`src/rtl/fwbcs_pkg.sv`:
```
// Package: types, codes and ring arithmetic shared by the FIFO write-back cache store.
package fwbcs_pkg;

    localparam int MAX_ENTRIES = 16;
    localparam int SLOT_W = (MAX_ENTRIES > 1) ? $clog2(MAX_ENTRIES) : 1;
    localparam int CNT_W = $clog2(MAX_ENTRIES + 1);
    localparam int CAP_W = 5;
    localparam int ADDR_W = 32;
    localparam int DATA_W = 32;
    localparam int CMD_W = 2;
    localparam int STAT_W = 3;
    localparam int CMP_W = (CNT_W > CAP_W) ? CNT_W : CAP_W;

    localparam logic [CMD_W-1:0] CMD_READ = 2'd0;
    localparam logic [CMD_W-1:0] CMD_PUT = 2'd1;
    localparam logic [CMD_W-1:0] CMD_WRITE = 2'd2;

    localparam logic [STAT_W-1:0] ST_READ_HIT = 3'd0;
    localparam logic [STAT_W-1:0] ST_READ_MISS = 3'd1;
    localparam logic [STAT_W-1:0] ST_STORED = 3'd2;
    localparam logic [STAT_W-1:0] ST_STORED_EVICT = 3'd3;
    localparam logic [STAT_W-1:0] ST_WRITE_HIT = 3'd4;

    localparam logic [CAP_W-1:0] CAP_RESET = 5'd16;

    typedef struct packed {
        logic [CMD_W-1:0] command;
        logic [ADDR_W-1:0] address;
        logic [DATA_W-1:0] write_data;
    } t_in;

    typedef struct packed {
        logic [STAT_W-1:0] status;
        logic [DATA_W-1:0] read_data;
        logic [ADDR_W-1:0] victim_address;
        logic [DATA_W-1:0] victim_data;
        logic victim_clean;
    } t_out;

    typedef struct packed {
        logic capture;
        logic lookup;
        logic fetch;
        logic commit;
    } t_ctrl;

    function automatic logic [SLOT_W-1:0] slot_inc(input logic [SLOT_W-1:0] a);
        logic [SLOT_W-1:0] r;
        if (a == SLOT_W'(MAX_ENTRIES - 1)) begin
            r = '0;
        end else begin
            r = a + 1'b1;
        end
        return r;
    endfunction

    function automatic logic [SLOT_W-1:0] slot_add(input logic [SLOT_W-1:0] a,
                                                   input logic [CNT_W-1:0] b);
        logic [CNT_W+SLOT_W-1:0] s;
        s = (CNT_W+SLOT_W)'(a) + (CNT_W+SLOT_W)'(b);
        if (s >= (CNT_W+SLOT_W)'(MAX_ENTRIES)) begin
            s = s - (CNT_W+SLOT_W)'(MAX_ENTRIES);
        end
        return s[SLOT_W-1:0];
    endfunction

    function automatic logic [CNT_W-1:0] slot_offset(input logic [SLOT_W-1:0] s,
                                                     input logic [SLOT_W-1:0] base);
        logic [CNT_W+SLOT_W-1:0] d;
        if (s >= base) begin
            d = (CNT_W+SLOT_W)'(s) - (CNT_W+SLOT_W)'(base);
        end else begin
            d = (CNT_W+SLOT_W)'(s) + (CNT_W+SLOT_W)'(MAX_ENTRIES) - (CNT_W+SLOT_W)'(base);
        end
        return d[CNT_W-1:0];
    endfunction

endpackage

```
`src/rtl/fwbcs_ctrl.sv`:
```
// Controller: sequences capture, lookup, fetch and commit for each beat.
module fwbcs_ctrl (
    input  logic                i_clk,
    input  logic                i_rst_n,
    input  logic                i_start,
    output logic                o_busy,
    output fwbcs_pkg::t_ctrl    o_ctrl
);
    import fwbcs_pkg::*;

    typedef enum logic [1:0] {
        S_IDLE,
        S_LOOK,
        S_FETCH,
        S_DONE
    } t_state;

    t_state r_state, n_state;
    logic r_busy;

    always_comb begin
        n_state = r_state;
        unique case (r_state)
            S_IDLE: begin
                if (i_start) begin
                    n_state = S_LOOK;
                end
            end
            S_LOOK: begin
                n_state = S_FETCH;
            end
            S_FETCH: begin
                n_state = S_DONE;
            end
            S_DONE: begin
                n_state = S_IDLE;
            end
            default: begin
                n_state = S_IDLE;
            end
        endcase
    end

    always_ff @(posedge i_clk) begin
        if (!i_rst_n) begin
            r_state <= S_IDLE;
            r_busy <= 1'b0;
        end else begin
            r_state <= n_state;
            r_busy <= (n_state != S_IDLE);
        end
    end

    assign o_busy = r_busy;
    assign o_ctrl.capture = (r_state == S_IDLE) && i_start;
    assign o_ctrl.lookup = (r_state == S_LOOK);
    assign o_ctrl.fetch = (r_state == S_FETCH);
    assign o_ctrl.commit = (r_state == S_DONE);

endmodule

```
`src/rtl/fwbcs_dp.sv`:
```
// Datapath: entry store, associative compare, ring pointers and result register.
module fwbcs_dp (
    input  logic                            i_clk,
    input  logic                            i_rst_n,
    input  fwbcs_pkg::t_ctrl                i_ctrl,
    input  fwbcs_pkg::t_in                  i_req,
    input  logic                            i_cfg_we,
    input  logic [fwbcs_pkg::CAP_W-1:0]     i_cfg_wdata,
    output logic                            o_done,
    output fwbcs_pkg::t_out                 o_rsp
);
    import fwbcs_pkg::*;

    logic [ADDR_W-1:0] r_addr [MAX_ENTRIES];
    logic              r_clean [MAX_ENTRIES];
    logic [DATA_W-1:0] r_value [MAX_ENTRIES];

    t_in               r_in;
    logic [CAP_W-1:0]  r_cap;
    logic [SLOT_W-1:0] r_oldest;
    logic [CNT_W-1:0]  r_count;
    logic              r_hit;
    logic              r_evict;
    logic [SLOT_W-1:0] r_hit_slot;
    logic [DATA_W-1:0] r_rd_data;
    logic [ADDR_W-1:0] r_vaddr;
    logic              r_vclean;
    logic              r_done;
    t_out              r_rsp;
    t_out              n_rsp;

    logic              hit;
    logic [SLOT_W-1:0] hit_slot;
    logic [CMP_W-1:0]  eff_cap;
    logic              is_store;
    logic              is_put;
    logic              evict;
    logic [SLOT_W-1:0] new_slot;
    logic [SLOT_W-1:0] wr_slot;
    logic              wr_en;
    logic [SLOT_W-1:0] rd_slot;

    always_comb begin
        hit = 1'b0;
        hit_slot = '0;
        for (int i = 0; i < MAX_ENTRIES; i++) begin
            if ((slot_offset(SLOT_W'(i), r_oldest) < r_count) &&
                (r_addr[i] == r_in.address)) begin
                hit = 1'b1;
                hit_slot = hit_slot | SLOT_W'(i);
            end
        end
    end

    always_comb begin
        if (r_cap == '0) begin
            eff_cap = CMP_W'(1);
        end else if (CMP_W'(r_cap) > CMP_W'(MAX_ENTRIES)) begin
            eff_cap = CMP_W'(MAX_ENTRIES);
        end else begin
            eff_cap = CMP_W'(r_cap);
        end
    end

    assign is_put = (r_in.command == CMD_PUT);
    assign is_store = is_put || (r_in.command == CMD_WRITE);
    assign evict = is_store && !hit && (CMP_W'(r_count) >= eff_cap) && (r_count != '0);
    assign new_slot = slot_add(r_oldest, r_count);
    assign wr_slot = r_hit ? r_hit_slot : new_slot;
    assign wr_en = i_ctrl.commit && is_store;
    assign rd_slot = r_hit ? r_hit_slot : r_oldest;

    always_ff @(posedge i_clk) begin
        if (wr_en) begin
            r_value[wr_slot] <= r_in.write_data;
        end
        if (i_ctrl.fetch) begin
            r_rd_data <= r_value[rd_slot];
        end
    end

    always_ff @(posedge i_clk) begin
        if (i_ctrl.capture) begin
            r_in <= i_req;
        end
        if (i_ctrl.lookup) begin
            r_hit <= hit;
            r_hit_slot <= hit_slot;
            r_evict <= evict;
        end
        if (i_ctrl.fetch) begin
            r_vaddr <= r_addr[r_oldest];
            r_vclean <= r_clean[r_oldest];
        end
        if (wr_en) begin
            r_clean[wr_slot] <= is_put;
            if (!r_hit) begin
                r_addr[wr_slot] <= r_in.address;
            end
        end
    end

    always_ff @(posedge i_clk) begin
        if (!i_rst_n) begin
            r_cap <= CAP_RESET;
            r_oldest <= '0;
            r_count <= '0;
            r_done <= 1'b0;
        end else begin
            if (i_cfg_we) begin
                r_cap <= i_cfg_wdata;
            end
            r_done <= i_ctrl.commit;
            if (wr_en && !r_hit) begin
                if (r_evict) begin
                    r_oldest <= slot_inc(r_oldest);
                end else begin
                    r_count <= r_count + 1'b1;
                end
            end
        end
    end

    always_comb begin
        n_rsp = '0;
        if (is_store) begin
            if (r_hit) begin
                if (is_put) begin
                    n_rsp.status = ST_STORED;
                end else begin
                    n_rsp.status = ST_WRITE_HIT;
                    n_rsp.read_data = r_in.write_data;
                end
            end else if (r_evict) begin
                n_rsp.status = ST_STORED_EVICT;
                n_rsp.victim_address = r_vaddr;
                n_rsp.victim_data = r_rd_data;
                n_rsp.victim_clean = r_vclean;
            end else begin
                n_rsp.status = ST_STORED;
            end
        end else if (r_hit) begin
            n_rsp.status = ST_READ_HIT;
            n_rsp.read_data = r_rd_data;
        end else begin
            n_rsp.status = ST_READ_MISS;
        end
    end

    always_ff @(posedge i_clk) begin
        if (i_ctrl.commit) begin
            r_rsp <= n_rsp;
        end
    end

    assign o_done = r_done;
    assign o_rsp = r_rsp;

    a_count_bound: assert property (@(posedge i_clk) disable iff (!i_rst_n)
        r_count <= CNT_W'(MAX_ENTRIES))
        else $error("entry count exceeds the store depth");

    a_evict_keeps_count: assert property (@(posedge i_clk) disable iff (!i_rst_n)
        (o_done && (o_rsp.status == ST_STORED_EVICT)) |-> (r_count == $past(r_count)))
        else $error("eviction changed the entry count");

    a_evict_advances: assert property (@(posedge i_clk) disable iff (!i_rst_n)
        (o_done && (o_rsp.status == ST_STORED_EVICT)) |-> (r_oldest == slot_inc($past(r_oldest))))
        else $error("eviction did not advance the oldest slot");

endmodule

```
`src/rtl/fifo_write_back_cache_store_core.sv`:
```
// Top level: FIFO-replacement fully associative write-back cache store.
//
// Channel   Direction  Handshake                 Payload
// request   in         i_start high, o_busy low  i_req (t_in)
// response  out        o_done one-cycle strobe   o_rsp (t_out)
// config    in         i_cfg_we                  i_cfg_wdata (capacity)
//
// Each beat passes through capture, associative lookup, entry memory read and commit in turn.
// The response strobe follows the commit cycle, while a new beat may already be taken.
// Reset empties the store and sets the capacity to sixteen; no clearing pass is needed.
// The receiver cannot stall; every response is presented for exactly one cycle.
module fifo_write_back_cache_store_core (
    input  logic                            i_clk,
    input  logic                            i_rst_n,
    input  logic                            i_start,
    output logic                            o_busy,
    input  fwbcs_pkg::t_in                  i_req,
    output logic                            o_done,
    output fwbcs_pkg::t_out                 o_rsp,
    input  logic                            i_cfg_we,
    input  logic [fwbcs_pkg::CAP_W-1:0]     i_cfg_wdata
);
    import fwbcs_pkg::*;

    t_ctrl ctrl;

    fwbcs_ctrl u_ctrl (
        .i_clk   (i_clk),
        .i_rst_n (i_rst_n),
        .i_start (i_start),
        .o_busy  (o_busy),
        .o_ctrl  (ctrl)
    );

    fwbcs_dp u_dp (
        .i_clk       (i_clk),
        .i_rst_n     (i_rst_n),
        .i_ctrl      (ctrl),
        .i_req       (i_req),
        .i_cfg_we    (i_cfg_we),
        .i_cfg_wdata (i_cfg_wdata),
        .o_done      (o_done),
        .o_rsp       (o_rsp)
    );

endmodule
```
`config.mk`:
```
export PLATFORM = sky130hd
export DESIGN_NAME = fifo_write_back_cache_store_core
export DESIGN_NICKNAME = d
export VERILOG_FILES = /design/src/rtl/fwbcs_pkg.sv /design/src/rtl/fwbcs_ctrl.sv /design/src/rtl/fwbcs_dp.sv /design/src/rtl/fifo_write_back_cache_store_core.sv
export SDC_FILE = /design/constraint.sdc
export NUM_CORES = 2
export LEC_CHECK = 0
export BUFFER_PORTS_ARGS = -buffer_cell sky130_fd_sc_hd__buf_2
export CORE_ASPECT_RATIO = 0.7
export CORE_MARGIN = 4
export CORE_UTILIZATION = 40
export DETAILED_ROUTE_END_ITERATION = 7
export PLACE_DENSITY = 0.53
export SLEW_MARGIN = 30
export SYNTH_ARGS = -nofsm -noshare
export SYNTH_HDL_FRONTEND = slang
export SYNTH_HIERARCHICAL = 1
export SYNTH_SLANG_ARGS = --single-unit
export TNS_END_PERCENT = 1
```
`constraint.sdc`:
```
create_clock -name i_clk -period 11.3 [get_ports i_clk]
set_input_delay 1.13 -clock i_clk [delete_from_list [all_inputs] [get_ports i_clk]]
set_output_delay 1.13 -clock i_clk [all_outputs]
set_load 0.005 [all_outputs]
```
==> key figures <==
STA
  – RSZ-0062 raised after global routing: no
  – Layout Skew: 0.0304 ns
  – Setup total negative slack: 0 ns
  – Hold Fails Final Rpt: 0
  – Fmax: 0.187 GHz
  – Min cycle time layout: 5.34 ns
  – Final Cycle Share: 47.3%
  – Count of pins over their slew limit: 0
  – Final setup fails: 0
  – Max_slew headroom: 22.9%
  – Worst-Margin Slew: 1.15 ns

Min path
  – Hold Crit Endpoint: u_dp/r_addr[14][5]
  – Hold depth: 0
  – Hold Crit Class: flip-flop to flip-flop
  – Worst Hold Launch: u_dp/r_in[37]

Cells and area
  – Most frequent cells in the layout: edfxtp_1, xnor2_1, mux4_2
  – Leading cell type in the layout, fill and taps excluded: edfxtp_1
  – Share of cells above drive strength 1: 23.9%
  – Post-route cell area: 64300 um2
  – # fillers: 11700
  – Cell Count, Final, Fillers Out: 5300
  – Area of the multi-input gates: 16700 um2
  – Post-route core utilization: 46.4%
  – Post-layout net count: 3480
  – Storage cell area: 38700 um2
  – Area grow syn2layout: 14.9%

Setup path
  – Delay-heaviest family, CP: simple AND/OR/NAND/NOR gates
  – Flop2flop setup slack: 5.96 ns
  – Worst path depth: 12
  – Crit Reg-Reg Startpoint: u_dp/r_oldest[3]
  – WP data arrival: 5.87 ns
  – CP startpoint kind: flip-flop
  – Critical path's slowest cell: nor4_1
  – CP Buf/Inv Count: 2
  – Crit path required time: 11.82 ns
  – Worst flop-to-flop path endpoint: u_dp/r_evict
  – Crit Path Category: flip-flop to flip-flop
  – Critical path endpoint category: flip-flop
  – FF-to-FF path depth: 12
  – Max incr delay on CP: 1.04 ns
  – Critical Path, Cell by Cell: buf_4 -> inv_1 -> ha_1 -> a21oi_1 -> xor2_1 -> ha_1 -> a2111oi_0 -> o211ai_1 -> nor4_1 -> nor3_1 -> nand3_1 -> nor3_1
  – Crit Path Max Fanout: 47

Placed design
  – Placed Cells: 5039
  – Placer Congestion: 0.896
  – Dpl hpwl: 113000 um
  – Placed Instance Area: 59700 um2
  – Input/output buffers: 176

Clock tree
  – Root buffer cell: clkbuf_16
  – H-tree levels: 4
  – Postcts setup bufs: 0
  – CTS resizes: 0
  – Clock slew at reported path FFs: 0.06 ns
  – CTS tree: built
  – Clock latency on the worst-skew pair: 0.79 ns
  – Hold_buf cts: 0
  – Clock Path Buffers: 3
  – CTS Buf Count: 134
  – Clock Sinks: 1295

Routing
  – Final ANT Viol Nets: 0
  – Avg WL per Cell: 31.7 um
  – DRT iter0 DRCs: 3557
  – Residual DRC: 0
  – Drt total wl: 168000 um
  – DRT Pass-1 Iters: 6
  – Via-to-Cell Ratio: 5.69
  – Via count: 30200

Power
  – Internal: 8.88 mW
  – Clk pwr share: 36.8%
  – Leak: 20.4 nW
  – Sw Ratio: 26.8%
  – Pwr dens: 189 nW/um2
  – Comb power frac: 14.5%
  – P_sw: 3.26 mW
  – Worst vdd ir: 0.000137 V
  – Sequential power share: 48.7%
  – Overall Power: 12.1 mW

Global route
  – Met1 usage: 34.4%
  – Initial antenna violation count: 19
  – Busiest grt layer: met1
  – Total grt overflow: 0
  – Met3 GRT Util: 10.7%
  – Met2 Track Usage GR: 30.3%
  – Maximum number of pins on one net before global-route repair: 104
  – Vias in the first global route: 30400
  – GRT Util Overall: 23.0%
  – Global-route wire length before repair: 236000 um

Floorplanning
  – Die height: 321 um
  – Rows: 114
  – Die Wd: 455 um
  – Die ar.: 146000 um2
  – Initial core utilization: 40.4%
  – IO Pins: 177
  – Core area: 139000 um2

Synthesis
  – FF+latch count, synth: 1295
  – Post-synth EDFFs: 1277
  – Top_reg_cell synth: edfxtp_1
  – Syn Area/Cell: 18.1 um2
  – Number of distinct library cells after synthesis: 63
  – Post-Syn Area: 56000 um2
  – Synth Warn #: 6
  – Sequential fraction of the synthesis area: 69.2%
  – Synth Instances: 3090
  – Async SR Flop Fraction: 0%

Run status
  – Status: finished, final reports clean

Flow run
  – Max cap viols: 0
-- kinds of logic (layout without fill, tap and decap cells) --
family | count (synthesis) | in the layout | share of synthesized area (%)
buffers and inverters | 214 | 549 | 1.70
xor gates and xnor gates | 527 | 527 | 8.25
and+or+nand+nor | 478 | 478 | 4.64
AOI/OAI and AO/OA | 190 | 190 | 2.42
adders and majority gates | 82 | 82 | 1.85
DFF | 1295 | 1295 | 69.2
other | 1 | 20 | 0.00670
muxes | 303 | 303 | 12.0
-- registers in the layout (all words and copies together), names as in the netlist, 2 cells and up --
name / cells
u_dp/r_in: 66
u_dp/r_cap: 5
u_dp/r_vaddr: 32
u_dp/r_oldest: 4
u_dp/r_hit_slot: 4
u_dp/r_clean: 16
u_dp/o_rsp: 100
u_ctrl/r_state: 2
u_dp/r_addr: 512
u_dp/r_count: 5
u_dp/r_value: 512
u_dp/r_rd_data: 32
-- layout make-up --
cell class	count	share of cell area (%)
sequential	1295	60.2
multi-input combinational	1582	25.9
clock buffer	163	5.48
tap	1856	3.61
timing repair buffer	269	3.08
clock inverter	76	1.35
inverter	41	0.241
antenna	18	0.0700
-- layer usage --
metal  wire (um)  share of wire, %  up-vias
li1            -                 -    12700
met1       76000                45    16000
met2       67800                40     1326
met3       20900                12      173
met4        2920               1.7       12
met5         395              0.24        -
-- stage by stage --
stage	hold WS, ns	setup slack [ns]
after floorplan	0.483	5.70
after global placement	0.444	5.78
after detailed placement	0.443	5.80
after CTS	0.449	5.77
after global routing	0.465	6.00
final	0.463	5.96
-- Yosys cell counts, drive strengths merged (34+ instances only) --
library cell	n	share of area, %
a211oi	34	0.46
a31oi	37	0.41
and2	105	1.2
buf	113	1.0
clkbuf	60	0.40
edfxtp	1277	69
ha	81	1.8
inv	39	0.26
mux4	293	12
nand2	102	0.69
nand4	84	0.94
nor2	51	0.34
nor4	60	0.67
xnor2	332	5.2
xor2	195	3.1
-- power by group through the flow --
| stage | logic, mW | clock network [mW] | registers, mW |
|---|---|---|---|
| after CTS | 1.77 | 4.57 | 5.91 |
| after global routing | 1.88 | 4.78 | 5.93 |
| after detailed placement | 1.76 | 0 | 6.01 |
| after global placement | 1.74 | 0 | 6.00 |
| final | 1.76 | 4.47 | 5.91 |
| after floorplan | 1.06 | 0 | 5.97 |
-- how the worst max path moves through the flow --
stage                            from            endpoint  slack, ns
finish               u_dp/r_oldest[3]        u_dp/r_evict       5.96
global placement     u_dp/r_oldest[0]  u_dp/r_hit_slot[3]       5.78
detailed placement   u_dp/r_oldest[0]  u_dp/r_hit_slot[3]       5.80
global route         u_dp/r_oldest[3]        u_dp/r_evict       6.00
floorplan           u_ctrl/r_state[0]  u_dp/r_addr[10][0]       5.70
CTS                  u_dp/r_oldest[0]  u_dp/r_hit_slot[3]       5.77
Note: power is estimated with default switching activity, not from simulation.
